$ cat src/hw/rtl/ubs_pkg.sv
`timescale 1ns / 1ps
// ----------------------------------------------------------------------------
// ubs_pkg
// Shared types and constants of the updater byte scrambler.
// ----------------------------------------------------------------------------
package ubs_pkg;

	localparam int PeriodLen  = 10;
	localparam int GroupLen   = 5;
	localparam int MapOffset  = 7;
	localparam int QueueDepth = 2;

	typedef logic [7:0] byte_t;
	typedef logic [3:0] idx_t;

	typedef struct packed {
		idx_t len;
		logic last;
		logic dir;
	} desc_t;

	typedef struct packed {
		logic  wr;
		idx_t  idx;
		byte_t data;
		logic  commit;
		desc_t desc;
	} front_req_t;

	typedef struct packed {
		idx_t idx;
		logic pop;
	} back_req_t;

	typedef struct packed {
		logic  avail;
		logic  full;
		desc_t desc;
		byte_t data;
	} queue_stat_t;

endpackage

$ cat src/hw/rtl/updater_byte_scrambler_core.sv
`timescale 1ns / 1ps
// Path: the byte that closes a period (tenth byte or end of image) is committed to its
//   queue slot, then the first byte of that period is picked and registered at the output.
// Throughput: one byte per cycle in and out, but for a full queue or out_stall; the period
//   queue holds QueueDepth periods, the one being filled included, before the input stalls.
// Reset clears fill count, queue pointers and count, output position, direction and
//   output valid; period storage is undefined until written.
// ----------------------------------------------------------------------------
// updater_byte_scrambler_core
// Byte image scrambler/descrambler with ten-byte period permutation.
// ----------------------------------------------------------------------------
module updater_byte_scrambler_core #(
	parameter int QueueDepth = ubs_pkg::QueueDepth
) (
	input  logic           clk,
	input  logic           arst_n,
	input  logic           cfg_wen,
	input  logic           cfg_wdata,
	input  logic           in_valid,
	output logic           in_stall,
	input  ubs_pkg::byte_t data_byte,
	input  logic           end_of_image,
	output logic           out_valid,
	input  logic           out_stall,
	output ubs_pkg::byte_t result_byte,
	output logic           result_last
);

	ubs_pkg::front_req_t  freq;
	ubs_pkg::back_req_t   breq;
	ubs_pkg::queue_stat_t stat;

	ubs_front u_front (
		.clk          (clk),
		.arst_n       (arst_n),
		.cfg_wen      (cfg_wen),
		.cfg_wdata    (cfg_wdata),
		.in_valid     (in_valid),
		.in_stall     (in_stall),
		.data_byte    (data_byte),
		.end_of_image (end_of_image),
		.queue_full   (stat.full),
		.req          (freq)
	);

	ubs_queue #(
		.Depth (QueueDepth)
	) u_queue (
		.clk    (clk),
		.arst_n (arst_n),
		.freq   (freq),
		.breq   (breq),
		.stat   (stat)
	);

	ubs_back u_back (
		.clk         (clk),
		.arst_n      (arst_n),
		.stat        (stat),
		.breq        (breq),
		.out_valid   (out_valid),
		.out_stall   (out_stall),
		.result_byte (result_byte),
		.result_last (result_last)
	);

endmodule

$ cat src/hw/rtl/ubs_front.sv
`timescale 1ns / 1ps
// ----------------------------------------------------------------------------
// ubs_front
// Accepts bytes, places them into the open period slot and closes the period
// on its tenth byte or on the last byte of the image.
// ----------------------------------------------------------------------------
module ubs_front (
	input  logic                clk,
	input  logic                arst_n,
	input  logic                cfg_wen,
	input  logic                cfg_wdata,
	input  logic                in_valid,
	output logic                in_stall,
	input  ubs_pkg::byte_t      data_byte,
	input  logic                end_of_image,
	input  logic                queue_full,
	output ubs_pkg::front_req_t req
);

	ubs_pkg::idx_t fill_q;
	logic          direction_q;
	logic          accept;
	logic          close;

	assign in_stall = queue_full;
	assign accept   = in_valid && !queue_full;
	assign close    = end_of_image || (fill_q == ubs_pkg::idx_t'(ubs_pkg::PeriodLen - 1));

	always_comb begin
		req.wr        = accept;
		req.idx       = fill_q;
		req.data      = data_byte;
		req.commit    = accept && close;
		req.desc.len  = fill_q + 4'd1;
		req.desc.last = end_of_image;
		req.desc.dir  = direction_q;
	end

	always_ff @(posedge clk or negedge arst_n) begin
		if (!arst_n) begin
			fill_q      <= '0;
			direction_q <= 1'b0;
		end else begin
			if (cfg_wen) begin
				direction_q <= cfg_wdata;
			end
			if (accept) begin
				// restart the count once the period is handed over
				fill_q <= close ? '0 : fill_q + 4'd1;
			end
		end
	end

endmodule

$ cat src/hw/rtl/ubs_queue.sv
`timescale 1ns / 1ps
// ----------------------------------------------------------------------------
// ubs_queue
// Queue of whole periods between front and back: the front fills the tail
// slot, the back drains the head slot.
// ----------------------------------------------------------------------------
module ubs_queue #(
	parameter int Depth = ubs_pkg::QueueDepth
) (
	input  logic                 clk,
	input  logic                 arst_n,
	input  ubs_pkg::front_req_t  freq,
	input  ubs_pkg::back_req_t   breq,
	output ubs_pkg::queue_stat_t stat
);

	localparam int PtrW = (Depth > 1) ? $clog2(Depth) : 1;
	localparam int CntW = $clog2(Depth + 1);

	ubs_pkg::byte_t mem_q [Depth][ubs_pkg::PeriodLen];
	ubs_pkg::desc_t desc_q [Depth];
	logic [PtrW-1:0] wr_ptr_q;
	logic [PtrW-1:0] rd_ptr_q;
	logic [CntW-1:0] count_q;

	assign stat.avail = (count_q != '0);
	assign stat.full  = (count_q == CntW'(Depth));
	assign stat.desc  = desc_q[rd_ptr_q];
	assign stat.data  = mem_q[rd_ptr_q][breq.idx];

	always_ff @(posedge clk) begin
		if (freq.wr) begin
			mem_q[wr_ptr_q][freq.idx] <= freq.data;
		end
		if (freq.commit) begin
			desc_q[wr_ptr_q] <= freq.desc;
		end
	end

	always_ff @(posedge clk or negedge arst_n) begin
		if (!arst_n) begin
			wr_ptr_q <= '0;
			rd_ptr_q <= '0;
			count_q  <= '0;
		end else begin
			if (freq.commit) begin
				wr_ptr_q <= (wr_ptr_q == PtrW'(Depth - 1)) ? '0 : wr_ptr_q + PtrW'(1);
			end
			if (breq.pop) begin
				rd_ptr_q <= (rd_ptr_q == PtrW'(Depth - 1)) ? '0 : rd_ptr_q + PtrW'(1);
			end
			unique case ({freq.commit, breq.pop})
				2'b10:   count_q <= count_q + CntW'(1);
				2'b01:   count_q <= count_q - CntW'(1);
				default: count_q <= count_q;
			endcase
		end
	end

`ifndef SYNTH
	a_count_bound: assert property (@(posedge clk) disable iff (!arst_n)
		count_q <= CntW'(Depth))
		else $error("period queue overfilled");
	a_no_pop_empty: assert property (@(posedge clk) disable iff (!arst_n)
		breq.pop |-> count_q != '0)
		else $error("pop from empty period queue");
	a_no_write_full: assert property (@(posedge clk) disable iff (!arst_n)
		freq.wr |-> count_q != CntW'(Depth))
		else $error("byte written into a full period queue");
`endif

endmodule

$ cat src/hw/rtl/ubs_back.sv
`timescale 1ns / 1ps
// ----------------------------------------------------------------------------
// ubs_back
// Walks the head period in output order, picks the permuted source byte,
// applies the nibble map and drives the output register.
// ----------------------------------------------------------------------------
module ubs_back (
	input  logic                 clk,
	input  logic                 arst_n,
	input  ubs_pkg::queue_stat_t stat,
	output ubs_pkg::back_req_t   breq,
	output logic                 out_valid,
	input  logic                 out_stall,
	output ubs_pkg::byte_t       result_byte,
	output logic                 result_last
);

	localparam ubs_pkg::idx_t GrpLast = ubs_pkg::idx_t'(ubs_pkg::GroupLen - 1);
	localparam ubs_pkg::idx_t GrpB    = ubs_pkg::idx_t'(ubs_pkg::GroupLen);
	localparam ubs_pkg::idx_t PerLast = ubs_pkg::idx_t'(ubs_pkg::PeriodLen - 1);
	localparam ubs_pkg::idx_t PerLen  = ubs_pkg::idx_t'(ubs_pkg::PeriodLen);
	localparam logic [3:0]    Offset  = 4'(ubs_pkg::MapOffset);

	function automatic ubs_pkg::idx_t pair_src(input ubs_pkg::idx_t len,
						   input ubs_pkg::idx_t i);
		ubs_pkg::idx_t r;
		r = i;
		if (i[0]) begin
			r = i - 4'd1;
		end else if ((i + 4'd1) < len) begin
			r = i + 4'd1;
		end
		return r;
	endfunction

	function automatic ubs_pkg::idx_t grp_src(input ubs_pkg::idx_t len,
						  input ubs_pkg::idx_t i);
		ubs_pkg::idx_t r;
		r = i;
		priority if (len >= GrpB && i == 4'd0) begin
			r = GrpLast;
		end else if (len >= GrpB && i == GrpLast) begin
			r = 4'd0;
		end else if (len == PerLen && i == GrpB) begin
			r = PerLast;
		end else if (len == PerLen && i == PerLast) begin
			r = GrpB;
		end
		return r;
	endfunction

	function automatic ubs_pkg::byte_t map_byte(input logic dir, input ubs_pkg::byte_t x);
		ubs_pkg::byte_t y;
		if (dir) begin
			y = {x[3:0], x[7:4] + Offset};
		end else begin
			y = {x[3:0] - Offset, x[7:4]};
		end
		return y;
	endfunction

	ubs_pkg::idx_t pos_q;
	logic          out_valid_q;
	logic          issue;
	logic          at_end;
	ubs_pkg::idx_t src;

	assign issue  = stat.avail && (!out_valid_q || !out_stall);
	assign at_end = (pos_q == stat.desc.len - 4'd1);

	always_comb begin
		// decode undoes pairs after groups, encode the reverse
		if (stat.desc.dir) begin
			src = pair_src(stat.desc.len, grp_src(stat.desc.len, pos_q));
		end else begin
			src = grp_src(stat.desc.len, pair_src(stat.desc.len, pos_q));
		end
	end

	assign breq.idx = src;
	assign breq.pop = issue && at_end;

	always_ff @(posedge clk or negedge arst_n) begin
		if (!arst_n) begin
			pos_q       <= '0;
			out_valid_q <= 1'b0;
		end else begin
			if (issue) begin
				pos_q       <= at_end ? '0 : pos_q + 4'd1;
				out_valid_q <= 1'b1;
			end else if (!out_stall) begin
				out_valid_q <= 1'b0;
			end
		end
	end

	always_ff @(posedge clk) begin
		if (issue) begin
			result_byte <= map_byte(stat.desc.dir, stat.data);
			result_last <= stat.desc.last && at_end;
		end
	end

	assign out_valid = out_valid_q;

`ifndef SYNTH
	a_pos_in_period: assert property (@(posedge clk) disable iff (!arst_n)
		stat.avail |-> pos_q < stat.desc.len)
		else $error("output position beyond period length");
	a_pos_idle_zero: assert property (@(posedge clk) disable iff (!arst_n)
		!stat.avail |-> pos_q == 4'd0)
		else $error("output position left mid-period with queue empty");
	a_len_legal: assert property (@(posedge clk) disable iff (!arst_n)
		stat.avail |-> (stat.desc.len != 4'd0 && stat.desc.len <= PerLen))
		else $error("illegal period length at queue head");
`endif

endmodule
$ cat config.mk
export PLATFORM = sky130hd
export DESIGN_NAME = updater_byte_scrambler_core
export DESIGN_NICKNAME = d
export VERILOG_FILES = /design/src/hw/rtl/ubs_pkg.sv /design/src/hw/rtl/updater_byte_scrambler_core.sv /design/src/hw/rtl/ubs_front.sv /design/src/hw/rtl/ubs_queue.sv /design/src/hw/rtl/ubs_back.sv
export SDC_FILE = /design/constraint.sdc
export NUM_CORES = 1
export LEC_CHECK = 0
export BUFFER_PORTS_ARGS = -buffer_cell sky130_fd_sc_hd__buf_2
export CAP_MARGIN = 40
export CORE_MARGIN = 2
export CORE_UTILIZATION = 40
export DETAILED_ROUTE_END_ITERATION = 10
export PLACE_DENSITY_LB_ADDON = 0.25
export RECOVER_POWER = 25
export SLEW_MARGIN = 0
export SYNTH_ARGS = -nofsm -noshare
export SYNTH_HDL_FRONTEND = slang
export SYNTH_SLANG_ARGS = --single-unit
$ cat constraint.sdc
create_clock -name clk -period 7.11 [get_ports clk]
set_input_delay 1.422 -clock clk [delete_from_list [all_inputs] [get_ports clk]]
set_output_delay 1.422 -clock clk [all_outputs]
set_load 0.01 [all_outputs]
==> results of run 1 <==
## where the power goes
group | internal, W | switching, W
clock network | 0.000507 | 0.000469
logic | 0.000839 | 0.00119
registers | 0.00143 | 0.0000936
## cell families (layout without fill, tap and decap cells)
group | after synthesis | in the layout
DFF | 195 | 195
and+or+nand+nor | 161 | 161
AOI/OAI and AO/OA | 72 | 72
muxes | 53 | 53
buffers and inverters | 41 | 100
adders and majority gates | 23 | 23
xor gates and xnor gates | 22 | 22
## metrics by stage
step           hold slack, ps  utilization (%)
2_1_floorplan             438                -
3_3_place_gp              460             42.3
3_5_place_dp              470             43.3
4_1_cts                   487             46.1
5_1_grt                   525             46.1
6_report                  479             46.1
## final timing paths
check	cells after the start	from	end	slack, ps
worst max-delay path	19	u_queue.rd_ptr_q	u_back.result_byte[5]	1460
worst min-delay path	2	u_back.out_valid	u_back.out_valid	480
worst max register to register	19	u_queue.rd_ptr_q	u_back.result_byte[5]	1460
worst min register to register	2	u_back.out_valid	u_back.out_valid	480
max in group asynchronous	1	arst_n	u_queue.rd_ptr_q	5450
min in group asynchronous	1	arst_n	u_back.out_valid	1070
## cell usage in the layout, fill, tap and decap left out, types with 10 or more instances in the layout
| cell | count |
|---|---|
| a21oi_1 | 14 |
| and2_1 | 15 |
| buf_2 | 18 |
| buf_4 | 17 |
| clkbuf_16 | 17 |
| dfrtp_1 | 13 |
| edfxtp_1 | 181 |
| ha_1 | 23 |
| inv_1 | 16 |
| mux2i_1 | 12 |
| mux4_1 | 13 |
| mux4_2 | 15 |
| nand2_1 | 34 |
| nand3_1 | 20 |
| nor2_1 | 41 |
| nor2b_1 | 10 |
| nor3_1 | 12 |
| xnor2_1 | 15 |
## per-layer routing
layer  GRT usage (%)  up-vias  part of all wire (%)
met5               0        -                 0.057
met4            5.38        2                   1.7
met3            3.90       33                   4.5
met2            28.3      136                    50
met1            23.1     2563                    44
li1                -     2308                     -
## critical path: cells and delay by family (launching register included)
family	cells	cell delay [ps]
xor gates and xnor gates	1	170
AOI/OAI and AO/OA	4	1080
and+or+nand+nor	7	1290
buffers and inverters	1	270
DFF	1	530
muxes	2	880
adders and majority gates	4	1170
## final cells by class
class / count / area [sq um] / area share [%]
Sequential cell: 195 / 5790 / 57.7
Clock buffer: 17 / 425 / 4.24
Multi-Input combinational cell: 331 / 2840 / 28.3
Timing Repair Buffer: 52 / 377 / 3.76
Tap cell: 280 / 350 / 3.50
Clock inverter: 15 / 185 / 1.85
Inverter: 16 / 60.1 / 0.599
## registers in the layout (all words and copies together) (netlist names), 2 cells and up
signal,cells
u_queue.mem_q,160
u_queue.desc_q,12
u_back.result_byte,8
u_back.pos_q,4
u_front.fill_q,4
u_queue.count_q,2
==> key figures, run 1 <==
Final layout
  • Final net count: 651
  • Fillers: 1861
  • Layout cells sized above 1: 18.8%
  • Non-Filler Instances: 906
  • Antenna diode count: 0
  • Finished layout cell area: 0.0100 sq mm
  • Area grow syn2layout: 13.6%

Yosys
  • Post-synthesis compound-gate area fraction: 6.24%
  • Area share of fa/ha/maj cells after synthesis: 3.26%
  • Seq/Total Area, Yosys: around two thirds
  • Largest family of logic cells by synthesized area: multiplexers
  • Top_reg_cell synth: edfxtp_1
  • Distinct cells, synth: between 60 and 70
  • Post-Syn Instances: 567
  • FFs w/ async S/R, synth: 7.18%
  • Mux cell area share after synthesis: 10.8%
  • YS warnings: 0
  • Mapped cell area: 0.00882 sq mm
  • Post-synth top area cell: edfxtp_1
  • Simple-gate share of the synthesized area: 9.63%
  • Post-synthesis xor/xnor area fraction: 2.18%
  • Top-area cell type share of the netlist area: approximately 60%
  • Top-count cell post-synth: edfxtp_1
  • Post-synth EDFFs: 181
  • Yosys reg bits: around 200
  • Synth top cells by count: edfxtp_1 (181), nor2_1 (41), nand2_1 (34)
  • Post-Syn Nets: around 610
  • Synthesized area per cell: around 16 sq um
  • Area contributors post-synth: edfxtp_1 (62%), dfrtp_1 (4.0%), mux4_1 (3.9%)

Global route
  • All-Layer GR Usage: between 10% and 20%
  • Vias in the first global route: 5036
  • Largest net degree at the start of global routing: 65
  • Initial antenna violation count: 2
  • First-pass GRT wire length: 30200 um
  • Gr ovfl total: 0

Min path
  • Hold crit path type: register to register

Clock network
  • CTS tree: yes
  • Clk buf depth: 2
  • H-tree Lvls: 4
  • Clock Latency Late Sink: 440 ps
  • # Post-CTS Setup Buffers: 0
  • Total CTS buffers: 17
  • Clock root cell: clkbuf_16
  • # resized after CTS: 0
  • Clock slew at reported path FFs: 80 ps
  • Clock Sinks: 195
  • Post-CTS Hold Buffers: 0

Detailed routing
  • DRC violations left: 0
  • Total wire length: 19300 um
  • DR vias/cell: 5.57
  • WL per Instance: 21.3 um
  • Post-DRT Antenna Nets: 0
  • Drt initial violations: around 360
  • First drt pass iteration count: 4
  • Vias: 5042

Placement
  • Cell Area, Placed: 0.00942 sq mm
  • DP Wirelength: 13200 um
  • # port buffers: 25
  • Placement Setup Slack: 1500 ps
  • Placed insts: 874
  • Routability Congestion: between 0.8 and 0.9

STA
  • Slew Limit Fails: 0
  • Max Fclk: 177 MHz
  • Worst Tran Pin Value: 880 ps
  • Final Skew: 9.88 ps
  • Final WS setup: approximately 1500 ps
  • Fin. Hold Viols: 0
  • Slew HR: 41.3%
  • Minimum clock period: 5650 ps
  • Setup Viol. Count Final: 0
  • Final period util: 79.5%
  • RSZ-0062 raised after global routing: false
  • Setup TNS: 0 ps

Floorplan
  • Std cell rows: between 50 and 60
  • Initial core utilization: a little over 40%
  • Core footprint: 0.0218 sq mm
  • IO Pins: 26
  • Die area: 0.0233 sq mm
  • Chip Width: 153 um
  • Chip Height: 153 um

Job
  • MaxCap Viol Count: 0

Setup path
  • Worst EP arrival: 5850 ps
  • Worst setup SP type: register
  • Slowest-stage cell, CP: mux2i_1
  • Worst path required time: 7310 ps
  • Peak per-stage delay on the critical path: 540 ps
  • Critical path fanouts, max: 32
  • Crit-path cells: mux2i_1, ha_1, nor2b_1, o21ai_4, a32oi_1, ha_1, xor2_1, ha_1, o21ai_0, o211ai_1, nor4b_4, nor3_4, buf_4, mux4_2, nand3_1, nand4_1, ha_1, nor2_1, nor2_1
  • Critical Path End Type: register
  • Crit Path Category: register to register
  • CP dominant cell by count: ha_1

Pwr
  • Peak VDD IR: ~0.32 mV
  • P per Cell Area: 452 mW/mm^2
  • Static Leakage: 3.47 nW
  • Design Power: roughly 0.0045 W

Outcome
  • Status: finished clean
Note: power is estimated with default switching activity, not from simulation.
==> run 2, diff against run 1 <==
==> constraint.sdc (replaced) <==
create_clock -name clk -period 5.88 [get_ports clk]
set_input_delay 1.176 -clock clk [delete_from_list [all_inputs] [get_ports clk]]
set_output_delay 1.176 -clock clk [all_outputs]
set_load 0.01 [all_outputs]
==> run 2 against run 1 <==
Compared with the run above:
- global-route usage shrank 0.45 points
- die area did not move
- register-to-register slack got worse by 930 ps
- clock power rose by 17%
- final cell count stayed put
- largest cell class unchanged
- critical path depth increased by 1
- non-clock buffer count stayed put
==> key figures, run 2 (synthesized netlist as in run 1, its figures left out) <==
Detailed routing
  • WL per Instance: 20.8 um
  • DRC violations left: 0
  • Total wire length: 18900 um
  • Drt initial violations: between 300 and 400
  • Vias: ~4900
  • First drt pass iteration count: 5
  • Post-DRT Antenna Nets: 0
  • DR vias/cell: 5.43

Floorplan
  • Die area: 0.0233 sq mm
  • Core footprint: 0.0218 sq mm
  • IO Pins: 26
  • Initial core utilization: 40.5%
  • Std cell rows: 54
  • Chip Height: 153 um
  • Chip Width: 153 um

STA
  • Setup Viol. Count Final: 0
  • Setup TNS: 0 ps
  • Final WS setup: 531 ps
  • Fin. Hold Viols: 0
  • Hold Slack: about 490 ps
  • Slew HR: 41.3%
  • RSZ-0062 raised after global routing: false
  • Final period util: 91.0%
  • Final Skew: 18.4 ps
  • Minimum clock period: between 5000 and 6000 ps
  • Slew Limit Fails: 0
  • Max Fclk: 187 MHz
  • Worst Tran Pin Value: just under 900 ps

Final layout
  • Most frequent cells in the layout: edfxtp_1 (181), nor2_1 (41), nand2_1 (34)
  • Max FFs per register: 160
  • Antenna diode count: 0
  • Final net count: 651
  • Finished layout cell area: 0.0100 sq mm
  • Biggest register: u_queue.mem_q
  • Commonest non-fill, non-tap cell in the layout: edfxtp_1
  • Area grow syn2layout: 13.5%
  • Biggest registers after layout: u_queue.mem_q x160, u_queue.desc_q x12, u_back.result_byte x8
  • Fillers: 1901
  • Layout cells sized above 1: between 10% and 20%
  • Core Util, Final: 46.0%

Clock network
  • Clk buf depth: 2
  • CTS tree: yes
  • Clock slew at reported path FFs: 80 ps
  • Clock Latency Late Sink: 450 ps
  • H-tree Lvls: 4
  • Clock Sinks: 195
  • Clock root cell: clkbuf_16
  • # Post-CTS Setup Buffers: 0
  • Total CTS buffers: 17

Placement
  • # port buffers: 25
  • Routability Congestion: 0.811
  • DP Wirelength: approximately 13000 um
  • Placement Setup Slack: 388 ps
  • Cell Area, Placed: 0.00942 sq mm

Setup path
  • Critical path fanouts, max: 32
  • Critical Path End Type: register
  • Peak per-stage delay on the critical path: 490 ps
  • Worst setup SP type: register
  • Crit-path cells: mux2i_1, inv_1, ha_1, nor2b_1, o21ai_4, a32oi_2, inv_1, ha_1, inv_1, ha_1, nor3_1, o211ai_1, nor4b_4, nor3_4, buf_4, mux4_1, mux2_2, a22oi_1, a21oi_1, xor2_1
  • Crit Path Category: register to register
  • Slowest-stage cell, CP: dfrtp_2
  • Worst EP arrival: 5540 ps
  • Worst path required time: 6070 ps

Min path
  • Hold crit path type: register to register

Pwr
  • Int Pwr: 0.00331 W
  • Static Leakage: 3.45 nW
  • Clock share of power: 21.0%
  • P per Cell Area: 540 mW/mm^2
  • Peak VDD IR: 0.237 mV
  • Register share of total power: about a third
  • Sw frac: 38.8%
  • NetSw: 0.00210 W
  • Logic gate share of total power: 45.0%

Global route
  • All-Layer GR Usage: between 10% and 20%
  • Gr ovfl total: 0
  • First-pass GRT wire length: approximately 30000 um
  • Initial antenna violation count: 0
  • Largest net degree at the start of global routing: 45
  • Vias in the first global route: 4989

Job
  • MaxCap Viol Count: 0

Outcome
  • Status: finished clean
run 2: cell types whose count changed in the layout (fill, tap and decap cells not counted), moves of 2 or more:
| cell | before | now |
|---|---|---|
| nor3_1 | 12 | 10 |
| nor3_2 | 1 | 3 |
| clkinvlp_4 | 0 | 2 |
| clkinv_1 | 2 | 0 |
| inv_6 | 4 | 1 |
| inv_8 | 2 | 5 |
run 2: layer usage:
metal	part of all wire (%)	routed length [um]	vias to the layer above	track usage, %
met5	0	0	-	0
met2	50	9530	118	28.5
li1	-	-	2295	-
met4	2.1	388	0	5.47
met3	3.5	668	32	3.27
met1	44	8290	2476	21.9
run 2: critical path, delay by kind of cell (launching register included):
family,cells,cell delay (ps)
AOI/OAI and AO/OA,5,1260
muxes,3,1100
adders and majority gates,3,770
buffers and inverters,4,640
and+or+nand+nor,4,580
DFF,1,490
xor gates and xnor gates,1,210
run 2: cell type report:
type / instances / area, sq um / area share [%]
clock buffer: 18 / 429 / 4.29
clock inverter: 14 / 163 / 1.62
multi-input combinational: 331 / 2860 / 28.5
timing repair buffer: 52 / 369 / 3.69
sequential: 195 / 5790 / 57.8
tap: 280 / 350 / 3.50
inverter: 16 / 60.1 / 0.600
run 2: what timing repair did:
action	4_1_cts	5_1_grt
hold endpoints to repair	0	0
setup endpoints to repair	0	2
hold buffers	0	0
gates resized for setup	0	1
run 2: final timing paths:
kind                       cells past startpoint  slack [ps]              from                    end
max                                           20         530  u_queue.rd_ptr_q  u_back.result_byte[7]
min                                            2         490  u_back.out_valid       u_back.out_valid
max reg2reg                                   20         530  u_queue.rd_ptr_q  u_back.result_byte[7]
min reg2reg                                    2         490  u_back.out_valid       u_back.out_valid
max in group asynchronous                      1        4510            arst_n       u_queue.rd_ptr_q
min in group asynchronous                      1         810            arst_n    u_front.direction_q
run 2: through the flow:
stage | cells | total power [W]
6_report | 906 | 0.00541
5_1_grt | 906 | 0.00575
4_1_cts | 905 | 0.00544
3_5_place_dp | 873 | 0.00430
3_3_place_gp | 855 | 0.00422
2_1_floorplan | 567 | 0.00366
run 2: power groups by stage:
stage / sequential [W] / clock, W / combinational [W]
after global routing: 0.00186 / 0.00121 / 0.00268
after CTS: 0.00184 / 0.00115 / 0.00245
after detailed placement: 0.00187 / 0 / 0.00243
final: 0.00184 / 0.00114 / 0.00244
after floorplan: 0.00183 / 0 / 0.00183
after global placement: 0.00186 / 0 / 0.00235
==> run 3, diff against run 2 <==
--- a/config.mk
+++ b/config.mk
@@ -15,4 +15,5 @@
 export SLEW_MARGIN = 0
 export SYNTH_ARGS = -nofsm -noshare
 export SYNTH_HDL_FRONTEND = slang
+export SYNTH_HIERARCHICAL = 1
 export SYNTH_SLANG_ARGS = --single-unit
==> constraint.sdc (replaced) <==
create_clock -name clk -period 5.88 [get_ports clk]
set_input_delay 0 -clock clk [delete_from_list [all_inputs] [get_ports clk]]
set_output_delay 0 -clock clk [all_outputs]
set_load 0.01 [all_outputs]
==> run 3 against run 2 <==
Compared with the run above:
- die area down 0.79%
- utilization decreased by 1.0 points
- non-clock buffer count down 6
- worst setup slack got worse by 53 ps
==> key figures, run 3 <==
Floorplan
  • Chip Height: 152 um
  • Initial core utilization: between 40% and 50%
  • Std cell rows: 54
  • Chip Width: 152 um
  • Die area: 0.0231 sq mm
  • IO Pins: 26
  • Core footprint: approximately 0.022 sq mm

Setup path
  • Crit Path Category: register to register
  • Worst reg2reg path depth: 21
  • Worst setup SP type: register
  • Worst EP arrival: 5590 ps
  • R2r setup slk: 480 ps
  • Reg-to-Reg End: u_back/result_byte[5]
  • RR Startpoint: u_queue/rd_ptr_q
  • Critical Path End Type: register
  • Critical path fanouts, max: 33
  • Worst path required time: 6070 ps

Outcome
  • Status: finished clean

Global route
  • Gr ovfl total: 0
  • Largest net degree at the start of global routing: 34
  • Vias in the first global route: 4821
  • First-pass GRT wire length: roughly 28000 um
  • All-Layer GR Usage: 15.7%
  • Initial antenna violation count: 0

STA
  • Worst Tran Pin Value: around 1000 ps
  • RSZ-0062 raised after global routing: false
  • Setup TNS: 0 ps
  • Slew Limit Fails: 0
  • Final period util: about nine tenths
  • Hold Slack: 4.44 ps
  • Max Fclk: 185 MHz
  • Slew HR: a little under a third
  • Fin. Hold Viols: 0
  • Final Skew: about 10 ps
  • Final WS setup: 478 ps
  • Minimum clock period: 5400 ps
  • Setup Viol. Count Final: 0

Yosys
  • Post-Syn Nets: 625
  • Distinct cells, synth: 63
  • Synthesized area per cell: 14.9 sq um
  • Post-synth top area cell: edfxtp_1
  • Yosys reg bits: 195
  • Top-area cell type share of the netlist area: 62.1%
  • Top_reg_cell synth: edfxtp_1
  • FFs w/ async S/R, synth: roughly 7%
  • Synth top cells by count: edfxtp_1 (181), mux2i_1 (67), nand2_1 (45)
  • Mapped cell area: 0.00875 sq mm
  • Seq/Total Area, Yosys: between 60 and 70%
  • Top-count cell post-synth: edfxtp_1
  • Post-Syn Instances: 588
  • YS warnings: 6
  • Area contributors post-synth: edfxtp_1 (62%), mux2i_1 (7.7%), dfrtp_1 (4.0%)
  • Post-synth EDFFs: 181

Final layout
  • Area grow syn2layout: 11.2%
  • Layout cells sized above 1: between 15 and 20%
  • Most frequent cells in the layout: edfxtp_1 (181), mux2i_1 (67), nand2_1 (45)
  • Multi-input gate area: 0.00263 sq mm
  • Max FFs per register: 160
  • FF/Latch Area: 0.00579 sq mm
  • Biggest register: u_queue/mem_q
  • Fillers: 1923
  • Antenna diode count: 0
  • Biggest registers after layout: u_queue/mem_q x160, u_queue/desc_q x12, u_back/result_byte x8
  • Final net count: 651
  • Commonest non-fill, non-tap cell in the layout: edfxtp_1

Detailed routing
  • DRC violations left: 0
  • First drt pass iteration count: 5
  • WL per Instance: 19.5 um
  • Post-DRT Antenna Nets: 0
  • Vias: 4767
  • Drt initial violations: roughly 330
  • Total wire length: 17700 um
  • DR vias/cell: 5.26

Placement
  • # port buffers: 25
  • DP Wirelength: 12000 um
  • Routability Congestion: 0.807
  • Placement Setup Slack: 454 ps

Clock network
  • Clock Latency Late Sink: 430 ps
  • Clock Sinks: 195
  • Clk buf depth: 2
  • CTS tree: yes
  • Clock root cell: clkbuf_16
  • H-tree Lvls: 4
  • Clock slew at reported path FFs: 70 ps
  • Total CTS buffers: 17

Pwr
  • Static Leakage: 3.48 nW
  • P per Cell Area: 572 mW/mm^2
  • Peak VDD IR: 0.382 mV

Job
  • MaxCap Viol Count: 0

Min path
  • Hold crit path type: input port to async pin
[run 3: per-stage QoR]
step | utilization (%) | cells | cell area [sq um] | power (W)
after global placement | 41.9 | 865 | 9060 | 0.00439
after detailed placement | 42.1 | 869 | 9100 | 0.00446
after floorplan | - | 588 | 8750 | 0.00386
after global routing | 45.0 | 906 | 9730 | 0.00592
after CTS | 45.0 | 906 | 9730 | 0.00559
final | 45.0 | 906 | 9730 | 0.00556
[run 3: worst max-delay path, stage by stage (launching register included)]
cell,delay (ps)
dfrtp_1,430
mux2_2,400
inv_1,140
ha_1,190
or3b_1,360
and3_1,240
nor2_1,300
inv_1,80
ha_1,280
inv_1,40
ha_1,260
o21a_1,160
o21ai_0,140
nand3b_1,140
o32ai_4,430
buf_12,330
mux2i_1,280
a22oi_1,130
nand3_1,130
nand3_1,120
ha_1,290
mux2_2,270
[run 3: logic make-up (layout without fill, tap and decap cells)]
family | Yosys count | count (layout) | synth area share [%]
buf+inv | 61 | 99 | 4.20
xor+xnor | 22 | 22 | 2.20
flops | 195 | 195 | 66.1
mux | 85 | 85 | 11.1
simple gates | 149 | 149 | 8.77
compound gates | 54 | 54 | 4.50
fa+ha+maj | 22 | 22 | 3.15
[run 3: how the worst max path moves through the flow]
| stage | startpoint | to | slack, ps | depth (start not counted) |
|---|---|---|---|---|
| final | u_queue/rd_ptr_q | u_back/result_byte[5] | 480 | 21 |
| after global routing | u_queue/rd_ptr_q | u_back/result_byte[3] | 90 | 21 |
| after detailed placement | u_queue/rd_ptr_q | u_back/result_byte[5] | 450 | 21 |
| after global placement | u_queue/rd_ptr_q | u_back/result_byte[5] | 600 | 21 |
| after CTS | u_queue/rd_ptr_q | u_back/result_byte[5] | 450 | 21 |
| after floorplan | u_queue/rd_ptr_q | u_back/result_byte[5] | 1210 | 23 |
[run 3: power by group]
| group | total [W] | switching (W) | internal (W) |
|---|---|---|---|
| logic | 0.00259 | 0.00151 | 0.00108 |
| registers | 0.00185 | 0.000109 | 0.00174 |
| clock network | 0.00112 | 0.000529 | 0.000596 |
[run 3: timing repair]
item                                   4_1_cts  5_1_grt
buffers inserted                             0        0
endpoints found under the hold margin       22        0
resized for setup                            0        0
hold buffers                                 6        0
[run 3: final cells by class]
type | instances | area share, %
sequential | 195 | 59.5
timing repair buffer | 46 | 3.18
multi-input combinational | 332 | 27.0
tap | 280 | 3.60
clock inverter | 14 | 1.51
clock buffer | 17 | 4.37
inverter | 22 | 0.849
[run 3: layer usage]
| layer | routed length (um) | vias up | global-route usage, % |
|---|---|---|---|
| met2 | 8360 | 110 | 25.1 |
| met4 | 292 | 0 | 5.34 |
| met3 | 766 | 21 | 2.68 |
| met5 | 0 | - | 0 |
| li1 | - | 2240 | - |
| met1 | 8250 | 2396 | 21.8 |
